[config.mk]
export PLATFORM = sky130hd
export DESIGN_NAME = gsi_cell
export DESIGN_NICKNAME = d
export VERILOG_FILES = /design/src/design/gsi_pkg.sv /design/src/design/gsi_cell.sv
export SDC_FILE = /design/constraint.sdc
export NUM_CORES = 1
export LEC_CHECK = 0
export ABC_CLOCK_PERIOD_IN_PS = 2100
export BUFFER_PORTS_ARGS = -buffer_cell sky130_fd_sc_hd__buf_4
export CAP_MARGIN = 0
export CORE_UTILIZATION = 38
export DETAILED_ROUTE_END_ITERATION = 12
export PLACE_DENSITY = 0.76
export SLEW_MARGIN = 20
export SYNTH_ARGS = -nofsm -noshare
export SYNTH_HDL_FRONTEND = slang
export SYNTH_SLANG_ARGS = --single-unit
[constraint.sdc]
create_clock -name aclk -period 2.1 [get_ports aclk]
set_clock_uncertainty 0.15 [all_clocks]
set_input_delay 0.21 -clock aclk [delete_from_list [all_inputs] [get_ports aclk]]
set_output_delay 0.21 -clock aclk [all_outputs]
set_load 0.01 [all_outputs]
[src/design/gsi_pkg.sv]
// Shared types, sizes and codes for the gapped sequence insert block.
// No dependencies; every other design file refers to this package by scoped names.
package gsi_pkg;

    localparam int SLOTS      = 1024;
    localparam int VALUE_BITS = 16;

    localparam int POS_W   = 11;
    localparam int DATA_W  = 16;
    localparam int LEN_W   = 11;
    localparam int IDX_W   = (SLOTS > 2) ? $clog2(SLOTS) : 1;
    localparam int HM_W    = IDX_W + 1;

    // Cells are summarized in groups of GROUP for the hole search and the read select
    localparam int GROUP   = 32;
    localparam int LIDX_W  = $clog2(GROUP);
    localparam int NGROUPS = (SLOTS + GROUP - 1) / GROUP;
    localparam int GIDX_W  = (NGROUPS > 1) ? $clog2(NGROUPS) : 1;

    localparam logic KIND_INSERT = 1'b0;
    localparam logic KIND_READ   = 1'b1;

    typedef enum logic [1:0] {
        ST_IDLE,
        ST_GROUP,
        ST_SCAN,
        ST_APPLY
    } gsi_state_t;

    // Broadcast to every cell on the apply cycle
    typedef struct packed {
        logic                  apply;
        logic [IDX_W-1:0]      start;
        logic [IDX_W-1:0]      hole;
        logic [VALUE_BITS-1:0] value;
    } gsi_shift_t;

    // Registered summary of one group of cells
    typedef struct packed {
        logic                  found;
        logic [LIDX_W-1:0]     first;
        logic                  rused;
        logic [VALUE_BITS-1:0] rdata;
    } gsi_grp_t;

endpackage

[src/design/gsi_cell.sv]
// One slot of the row: a value and an occupied mark, loaded from the left neighbor on a shift.
// Depends on gsi_pkg.
module gsi_cell (
    input  logic                          aclk,
    input  logic                          aresetn,
    input  logic [gsi_pkg::IDX_W-1:0]     my_idx,
    input  gsi_pkg::gsi_shift_t           cmd,
    input  logic [gsi_pkg::VALUE_BITS-1:0] left_value,
    input  logic                          left_used,
    output logic [gsi_pkg::VALUE_BITS-1:0] value_q,
    output logic                          used_q
);

    logic [gsi_pkg::VALUE_BITS-1:0] value_reg;
    logic [gsi_pkg::VALUE_BITS-1:0] value_next;
    logic                           used_reg;
    logic                           used_next;

    always_comb begin
        value_next = value_reg;
        used_next  = used_reg;
        if (cmd.apply) begin
            if (my_idx == cmd.start) begin
                value_next = cmd.value;
                used_next  = 1'b1;
            end else if ((my_idx > cmd.start) && (my_idx <= cmd.hole)) begin
                // take the neighbor's slot: one step right
                value_next = left_value;
                used_next  = left_used;
            end
        end
    end

    always_ff @(posedge aclk) begin
        if (!aresetn) begin
            used_reg <= 1'b0;
        end else begin
            used_reg <= used_next;
        end
    end

    always_ff @(posedge aclk) begin
        value_reg <= value_next;
    end

    assign value_q = value_reg;
    assign used_q  = used_reg;

endmodule

==> results.md <==
* Synth Register Bits at 17
* Commonest non-fill, non-tap cell in the layout: buf_4
* Arrival @ worst endpoint at 1.71 ns
* Syn Std Cell Area at 1270 sq um
* Synth Area in Compound Gates at 0.0944
* Status: finished clean
* CTS tree: built
* Die W at 59.9 microns
* Cts-stage hold buffer count at 0
* Lkg Pwr at 0.000994 uW
* Mux cell area share after synthesis at 0.142
* HPWL after DPL at 2.85 mm
* Worst Path Max Fanout at 16
* Adder-cell share of the synthesized area at 0.197
* Clock Sinks at 17
* Logic gate share of total power at 0.347
* Cell taking the most area after synthesis: edfxtp_1
* # rows at 20
* Clock H-tree levels at 1
* Pre-CTS WS at -0.105 ns
* Longest Clk Path Bufs at 2
* Post-CTS sizing at 0
* Gr usage total at 0.189
* Max Fclk at 522 MHz
* Placed Area at 1990 sq um
* RSZ-0062 raised after global routing: no
* Initial cell density of the core at 0.410
* Peak supply drop at 0.378 mV
* Synthesized area per cell at 11.5 sq um
* Final WL at 3.25 mm
* Synth Area in XOR/XNOR at 0
* Die ar. at 3580 sq um
* Critical path class: in2reg
* DRT iter0 DRCs at 17
* Switching Share at 0.251
* Initial antenna violation count at 0
* WL/cell at 13.2 microns
* Layout cells sized above 1 at 0.550
* Vias in the first global route at 1248
* PnR worst setup slack at 0.184 ns
* Final hold vios at 0
* Most frequent cells in the layout: buf_4, ha_1, inv_1
* Vias per cell at 4.85
* Yosys cell types at 25
* Post-Synth Simple-Gate Area at 0.109
* CP startpoint kind: input port
* Max Cap Viol at 0
* Largest family of logic cells by synthesized area: adder cells
* Int Power at 657 uW
* Num CTS Buffers at 3
* Placer Congestion at 0.816
* Slew Viols, Final at 0
* Overall Power at 877 uW
* Placeable Area at 3100 sq um
* Mapped Nets at 197
* Post-route cell area at 2020 sq um
* PD cells at 435 nW/um^2
* Antenna diodes at 0
* Syn Inst Count at 111
* Min Tclk post-route at 1.92 ns
* Overall via count from detail_route at 1194
* Root buffer cell: clkbuf_4
* Setup violators final at 0
* First drt pass iteration count at 4
* Antenna viol nets, final at 0
* Hold Path Class: in2reg
* Clk slew on worst S/H paths at 0.09 ns
* Die height at 59.9 microns
* Ratio of final minimum period to clock period at 0.912
* Synth top area share at 0.378
* NetSw at 220 uW
* Largest net degree at the start of global routing at 17
* Post-route DRC at 0
* Ys Warns at 0
* Crit end category: flip-flop
* Worst Path Required at 1.89 ns
* Grt ovf at 0
* I/O Buffers at 82
* Clk pwr share at 0.183
* Tightest Pin Transition at 0.379 ns
* First-pass GRT wire length at 5.12 mm
* Slew Limit Headroom at 0.747
* Io pins at 83
* Most area-consuming cells after synthesis: edfxtp_1, ha_1, mux2_2
* Post CTS Setup Buffer Count at 0
* Sequential element share of the synthesized area at 0.393
* Clk_lat worst skew at 0.27 ns
* Layout Nets at 289
* Area delta synth->final at 58.5%
* Reg power frac at 0.470
## through the flow
| step | cells | TNS (ns) | utilization | hold WS, ns |
|---|---|---|---|---|
| global placement | 242 | -0.835 | 0.642 | 0.305 |
| floorplan | 111 | 0 | - | 0.183 |
| global route | 246 | 0 | 0.650 | 0.0229 |
| CTS | 246 | 0 | 0.650 | 0.0318 |
| finish | 246 | 0 | 0.650 | 0.0456 |
| detailed placement | 242 | -2.21 | 0.642 | 0.335 |
## Yosys cell counts
library cell,instances
a31oi_1,2
nor3_1,1
nand2_1,3
o21bai_1,1
nand4_4,2
nor2_1,3
a2bb2oi_1,1
mux2_2,16
ha_1,20
nand4_1,1
edfxtp_1,16
nor3_4,1
dfxtp_1,1
or3b_1,1
a21oi_1,9
buf_6,1
nor2b_1,2
nand2b_1,1
nand3_1,2
inv_1,19
and4_1,1
o21a_1,1
o21ai_0,3
o41ai_1,1
a21o_1,2
## cell families (layout without fill, tap and decap cells)
logic type,count (synthesis),in the layout
buf+inv,20,111
fa+ha+maj,20,20
compound gates,20,20
mux,16,16
simple gates,18,18
flops,17,17
## power groups by stage
| stage | registers (uW) | logic [uW] | clock network, uW |
|---|---|---|---|
| 2_1_floorplan | 435 | 109 | 0 |
| 3_3_place_gp | 419 | 292 | 0 |
| 3_5_place_dp | 420 | 305 | 0 |
| 4_1_cts | 413 | 307 | 168 |
| 5_1_grt | 414 | 335 | 186 |
| 6_report | 412 | 304 | 161 |
## worst max-delay path: stages
cell       delay, ns
buf_4           0.12
ha_1            0.30
nor2b_1         0.14
o21ai_0         0.21
a21o_1          0.15
a2bb2oi_1       0.07
nor2_1          0.12
o21a_2          0.39
## cell type report
| cell class | instances | area (sq um) |
|---|---|---|
| Multi-Input combinational cell | 74 | 691 |
| Clock buffer | 4 | 26.3 |
| Fill cell | 270 | 1090 |
| Sequential cell | 17 | 500 |
| Inverter | 19 | 71.3 |
| Tap cell | 44 | 55.1 |
| Timing Repair Buffer | 88 | 673 |
## final timing paths
check	from	end	slack, ns	cells after the start
setup reg to reg	used_q	used_q	1.34	2
hold reg to reg	used_q	used_q	0.38	2
hold / removal	aresetn	used_q	0.05	3
setup / recovery	my_idx[1]	value_q[4]	0.18	8
## sequential cells by signal, summed over array words and instances (netlist names)
register and cells:
used_q 1, value_q 16
## per-layer routing
layer | global-route usage | vias to the layer above | part of all wire
li1 | - | 593 | -
met1 | 0.199 | 554 | 0.36
met2 | 0.371 | 39 | 0.57
met3 | 0.0346 | 8 | 0.039
met4 | 0.0598 | 0 | 0.026
met5 | 0 | - | 0
No activity file was read; power rests on OpenSTA's default activity.
