===== src/design/gsi_pkg.sv =====
// Shared types, sizes and codes for the gapped sequence insert block.
// No dependencies; every other design file refers to this package by scoped names.
package gsi_pkg;

    localparam int SLOTS      = 1024;
    localparam int VALUE_BITS = 16;

    localparam int POS_W   = 11;
    localparam int DATA_W  = 16;
    localparam int LEN_W   = 11;
    localparam int IDX_W   = (SLOTS > 2) ? $clog2(SLOTS) : 1;
    localparam int HM_W    = IDX_W + 1;

    // Cells are summarized in groups of GROUP for the hole search and the read select
    localparam int GROUP   = 32;
    localparam int LIDX_W  = $clog2(GROUP);
    localparam int NGROUPS = (SLOTS + GROUP - 1) / GROUP;
    localparam int GIDX_W  = (NGROUPS > 1) ? $clog2(NGROUPS) : 1;

    localparam logic KIND_INSERT = 1'b0;
    localparam logic KIND_READ   = 1'b1;

    typedef enum logic [1:0] {
        ST_IDLE,
        ST_GROUP,
        ST_SCAN,
        ST_APPLY
    } gsi_state_t;

    // Broadcast to every cell on the apply cycle
    typedef struct packed {
        logic                  apply;
        logic [IDX_W-1:0]      start;
        logic [IDX_W-1:0]      hole;
        logic [VALUE_BITS-1:0] value;
    } gsi_shift_t;

    // Registered summary of one group of cells
    typedef struct packed {
        logic                  found;
        logic [LIDX_W-1:0]     first;
        logic                  rused;
        logic [VALUE_BITS-1:0] rdata;
    } gsi_grp_t;

endpackage


===== src/design/gsi_group.sv =====
// Summary of one group of cells: first free slot at or after the start index, and read select.
// Depends on gsi_pkg.
module gsi_group (
    input  logic                           aclk,
    input  logic [gsi_pkg::GIDX_W-1:0]     gnum,
    input  logic [gsi_pkg::IDX_W-1:0]      start,
    input  logic [gsi_pkg::GROUP-1:0]      used,
    input  logic [gsi_pkg::VALUE_BITS-1:0] value [gsi_pkg::GROUP],
    output gsi_pkg::gsi_grp_t              summary
);

    gsi_pkg::gsi_grp_t          sum_next;
    gsi_pkg::gsi_grp_t          sum_reg;
    logic [gsi_pkg::LIDX_W-1:0] local_idx;
    logic                       sel;

    assign local_idx = gsi_pkg::LIDX_W'(start);
    assign sel       = ((32'(start) >> gsi_pkg::LIDX_W) == 32'(gnum));

    always_comb begin
        sum_next.found = 1'b0;
        sum_next.first = '0;
        // lowest free cell whose index is not below start wins
        for (int j = gsi_pkg::GROUP - 1; j >= 0; j--) begin
            if (!used[j] &&
                (((32'(gnum) << gsi_pkg::LIDX_W) + 32'(j)) >= 32'(start))) begin
                sum_next.found = 1'b1;
                sum_next.first = gsi_pkg::LIDX_W'(j);
            end
        end
        sum_next.rused = sel && used[local_idx];
        sum_next.rdata = sum_next.rused ? value[local_idx] : '0;
    end

    always_ff @(posedge aclk) begin
        sum_reg <= sum_next;
    end

    assign summary = sum_reg;

endmodule


===== config.mk =====
export PLATFORM = sky130hd
export DESIGN_NAME = gsi_group
export DESIGN_NICKNAME = d
export VERILOG_FILES = /design/src/design/gsi_pkg.sv /design/src/design/gsi_group.sv
export SDC_FILE = /design/constraint.sdc
export NUM_CORES = 1
export LEC_CHECK = 0
export BUFFER_PORTS_ARGS = -buffer_cell sky130_fd_sc_hd__buf_2
export CORE_AREA = 2 2 226 228
export DETAILED_ROUTE_END_ITERATION = 10
export DIE_AREA = 0 0 228 230
export SLEW_MARGIN = 40
export SYNTH_ARGS = -nofsm -noshare
export SYNTH_HDL_FRONTEND = slang
export SYNTH_SLANG_ARGS = --single-unit

===== constraint.sdc =====
create_clock -name aclk -period 4.6 [get_ports aclk]
set_input_delay 0.92 -clock aclk [delete_from_list [all_inputs] [get_ports aclk]]
set_output_delay 0.92 -clock aclk [all_outputs]
set_load 0.03 [all_outputs]

==> summary.txt <==
Floorplanning
  – Core Rows: slightly above 80
  – Number of I/O pins: 583
  – Die H: 230 µm
  – DIE WIDTH: 228 µm
  – Core area: between 40000 and 50000 µm²
  – Initial core utilization: 0.120
  – Die area: between 50000 and 60000 µm²

Detailed routing
  – 1st-iter DRT viols: around 550
  – # DRC: 0
  – Via count: between 7k and 8k
  – 1st-pass router iterations: 5
  – Post-route ant nets: 0
  – Routed wire length: ~46000 µm
  – Vias per cell: approximately 4.5
  – Wire per inst: 27.0 µm

Clocking
  – Root buf cell: clkbuf_16
  – Clock Tree Buf Depth: 2
  – Clk sink count: 23
  – # H-tree levels: 1
  – Post-CTS Setup Inserts: 0
  – Worst-path clk slew: 0.08 ns
  – Hold-fix buffers at CTS: 0
  – CTS tree: done
  – TritonCTS Buffers: 3
  – Post-cts sizing count: 0

Worst setup path
  – Startpoint Class: input pin
  – CP Class: in -> reg
  – Crit Path Max Fanout: 22
  – Crit path buf inv count: 2
  – Arrival @ worst endpoint: 3.76 ns
  – Kind of end point of the critical path: register
  – CP Data Required Time: about 4.8 ns
  – CP max-delay cell: and4_1
  – Crit-path leading delay family: simple AND/OR/NAND/NOR gates
  – CP Cell Sequence: buf_2 > inv_1 > ha_1 > and4_1 > nand2_2 > and2_1 > a21oi_1 > nor2_1 > a311oi_1 > o21ai_0 > and3_1
  – CP max stage delay: 0.77 ns

Job
  – Maximum Capacitance Violations: 0

Final layout
  – Fin area: between 9000 and 10000 µm²
  – Area Overhead vs Synth: 61.5%
  – Final design utilization: 0.194
  – FF+latch area: roughly 460 µm²
  – Area of the multi-input gates: between 5000 and 6000 µm²
  – Nets: about 1.6k
  – FILL cells: roughly 5.6k
  – Share of cells above drive strength 1: 0.751
  – Max reg flops: 23

Power and ir drop
  – PwrDens: around 150 nW/µm²
  – Overall Power: between 1 and 1.5 mW
  – Worst vdd ir: between 0.1 and 0.15 mV
  – Internal: about 0.84 mW
  – Switching Share: 0.407
  – Logic pwr share: 0.689
  – Seq pwr share: 0.153
  – Clock group share of total power: 0.158
  – Leak pwr: about 4.3 nW
  – Sw power: 0.573 mW

Timing
  – Period minus WS final: roughly 3.6 ns
  – Worst Tran Pin Value: roughly 0.86 ns
  – Post-route clock period utilization: 0.779
  – Fin. Hold Viols: 0
  – Maximum clock rate: around 280 MHz
  – Max Slew Vio Count: 0
  – Setup TNS Final: 0 ns
  – WHS: between 1 and 1.5 ns
  – RSZ-0062 raised after global routing: false
  – Final setup viols: 0
  – Slew HR: 0.425

Place
  – Placed cell areas: about 9600 µm²
  – Half-perimeter wire length after placement: ~41000 µm
  – Port Buffers: 582
  – Placer congestion estimate: between 0.9 and 1

Global routing
  – GRT Overall Usage: 0.170
  – Vias in the first global route: 8122
  – Initial antenna violation count: 37
  – Largest net degree at the start of global routing: 63
  – Global-route wire length before repair: roughly 63000 µm
  – Total gr overflow: 0

Synth
  – Top cells by count, synth: mux4_2, nand2_1, a21oi_1
  – Avg Inst Size Synth: around 12 µm²
  – Ys Warns: 0
  – Synth top area share: 0.639
  – Mux cell area share after synthesis: 0.639
  – Synthesized instance count: just under 500
  – Synth async-reset ratio: 0
  – Fraction of the mapped netlist area in compound gates: 0.116
  – Synth Area in Simple Gates: 0.0951
  – Synth unique cells: between 50 and 60
  – Yosys reg bits: 23
  – Area contributors post-synth: mux4_2, dfxtp_1, nand2_1
  – Largest family of logic cells by synthesized area: multiplexers
  – Post-Synth XOR/XNOR Area: 0
  – Cell taking the most area after synthesis: mux4_2
  – EDFF count, synth: 0
  – Post-Synth Adder-Cell Area: 0.0125
  – Post-Syn Nets: about 1.1k
  – Top_reg_cell synth: dfxtp_1
  – Sequential share of the synthesized area: 0.0769
  – Synth Cell Area: around 6000 µm²
  – Top-count cell post-synth: mux4_2

Min path
  – Worst hold path class: in -> reg
  – Hold path startpoint: start[4]
  – Hold Crit Endpoint: summary[8]
  – Hold depth: 3

Run status
  – Status: finished clean
[how the worst max path moves through the flow]
stage | from | to | slack, ns | cells after the start
floorplan | start[9] | summary[17] | 1.60 | 11
global route | start[9] | summary[21] | 0.76 | 11
detailed placement | start[9] | summary[18] | 0.77 | 11
global placement | start[9] | summary[18] | 0.74 | 11
CTS | start[9] | summary[18] | 1.06 | 11
finish | start[9] | summary[18] | 1.02 | 11
[layer usage]
layer,global-route usage,part of all wire,up-vias
met5,0,0.0030,-
met4,0.0266,0.017,22
met3,0.0533,0.094,76
li1,-,-,3237
met1,0.213,0.40,3851
met2,0.292,0.48,492
[area by class of cell]
class | count | area share
Tap cell | 672 | 0.0870
Timing Repair Buffer | 597 | 0.316
Sequential cell | 23 | 0.0476
Clock buffer | 4 | 0.00815
Multi-Input combinational cell | 403 | 0.534
Antenna cell | 9 | 0.00233
Inverter | 12 | 0.00479
[power groups by stage]
stage               registers [mW]  clock network [mW]  logic, mW
floorplan                    0.237                   0      0.504
global placement             0.221                   0      0.976
detailed placement           0.221                   0      0.983
CTS                          0.216               0.234      0.987
global route                 0.217               0.244       1.04
finish                       0.215               0.222      0.971
[logic make-up (layout without fill, tap and decap cells)]
kind of cell               after synthesis  in the layout
and+or+nand+nor                        124            124
AOI/OAI and AO/OA                      103            103
DFF                                     23             23
muxes                                  170            170
adders and majority gates                6              6
other                                    0              9
buffers and inverters                   68            613
[stage by stage]
stage,setup WS (ns),std cells
final,1.02,1720
after global routing,0.760,1714
after CTS,1.06,1711
after detailed placement,0.766,1707
after global placement,0.742,1707
after floorplan,1.60,494
[placed cells by master, fill, tap and decap left out, drive strengths merged, types with 6 or more instances in the layout]
| master | Yosys | final |
|---|---|---|
| dfxtp | 23 | 23 |
| a21oi | 41 | 41 |
| o211ai | 11 | 11 |
| mux4 | 170 | 170 |
| ha | 6 | 6 |
| nand3 | 13 | 13 |
| o21ai | 11 | 11 |
| nand4 | 8 | 8 |
| buf | 31 | 597 |
| nand2 | 58 | 58 |
| inv | 11 | 10 |
| a21o | 9 | 9 |
| nor2 | 21 | 21 |
| diode | 0 | 9 |
No activity file was read; power rests on OpenSTA's default activity.
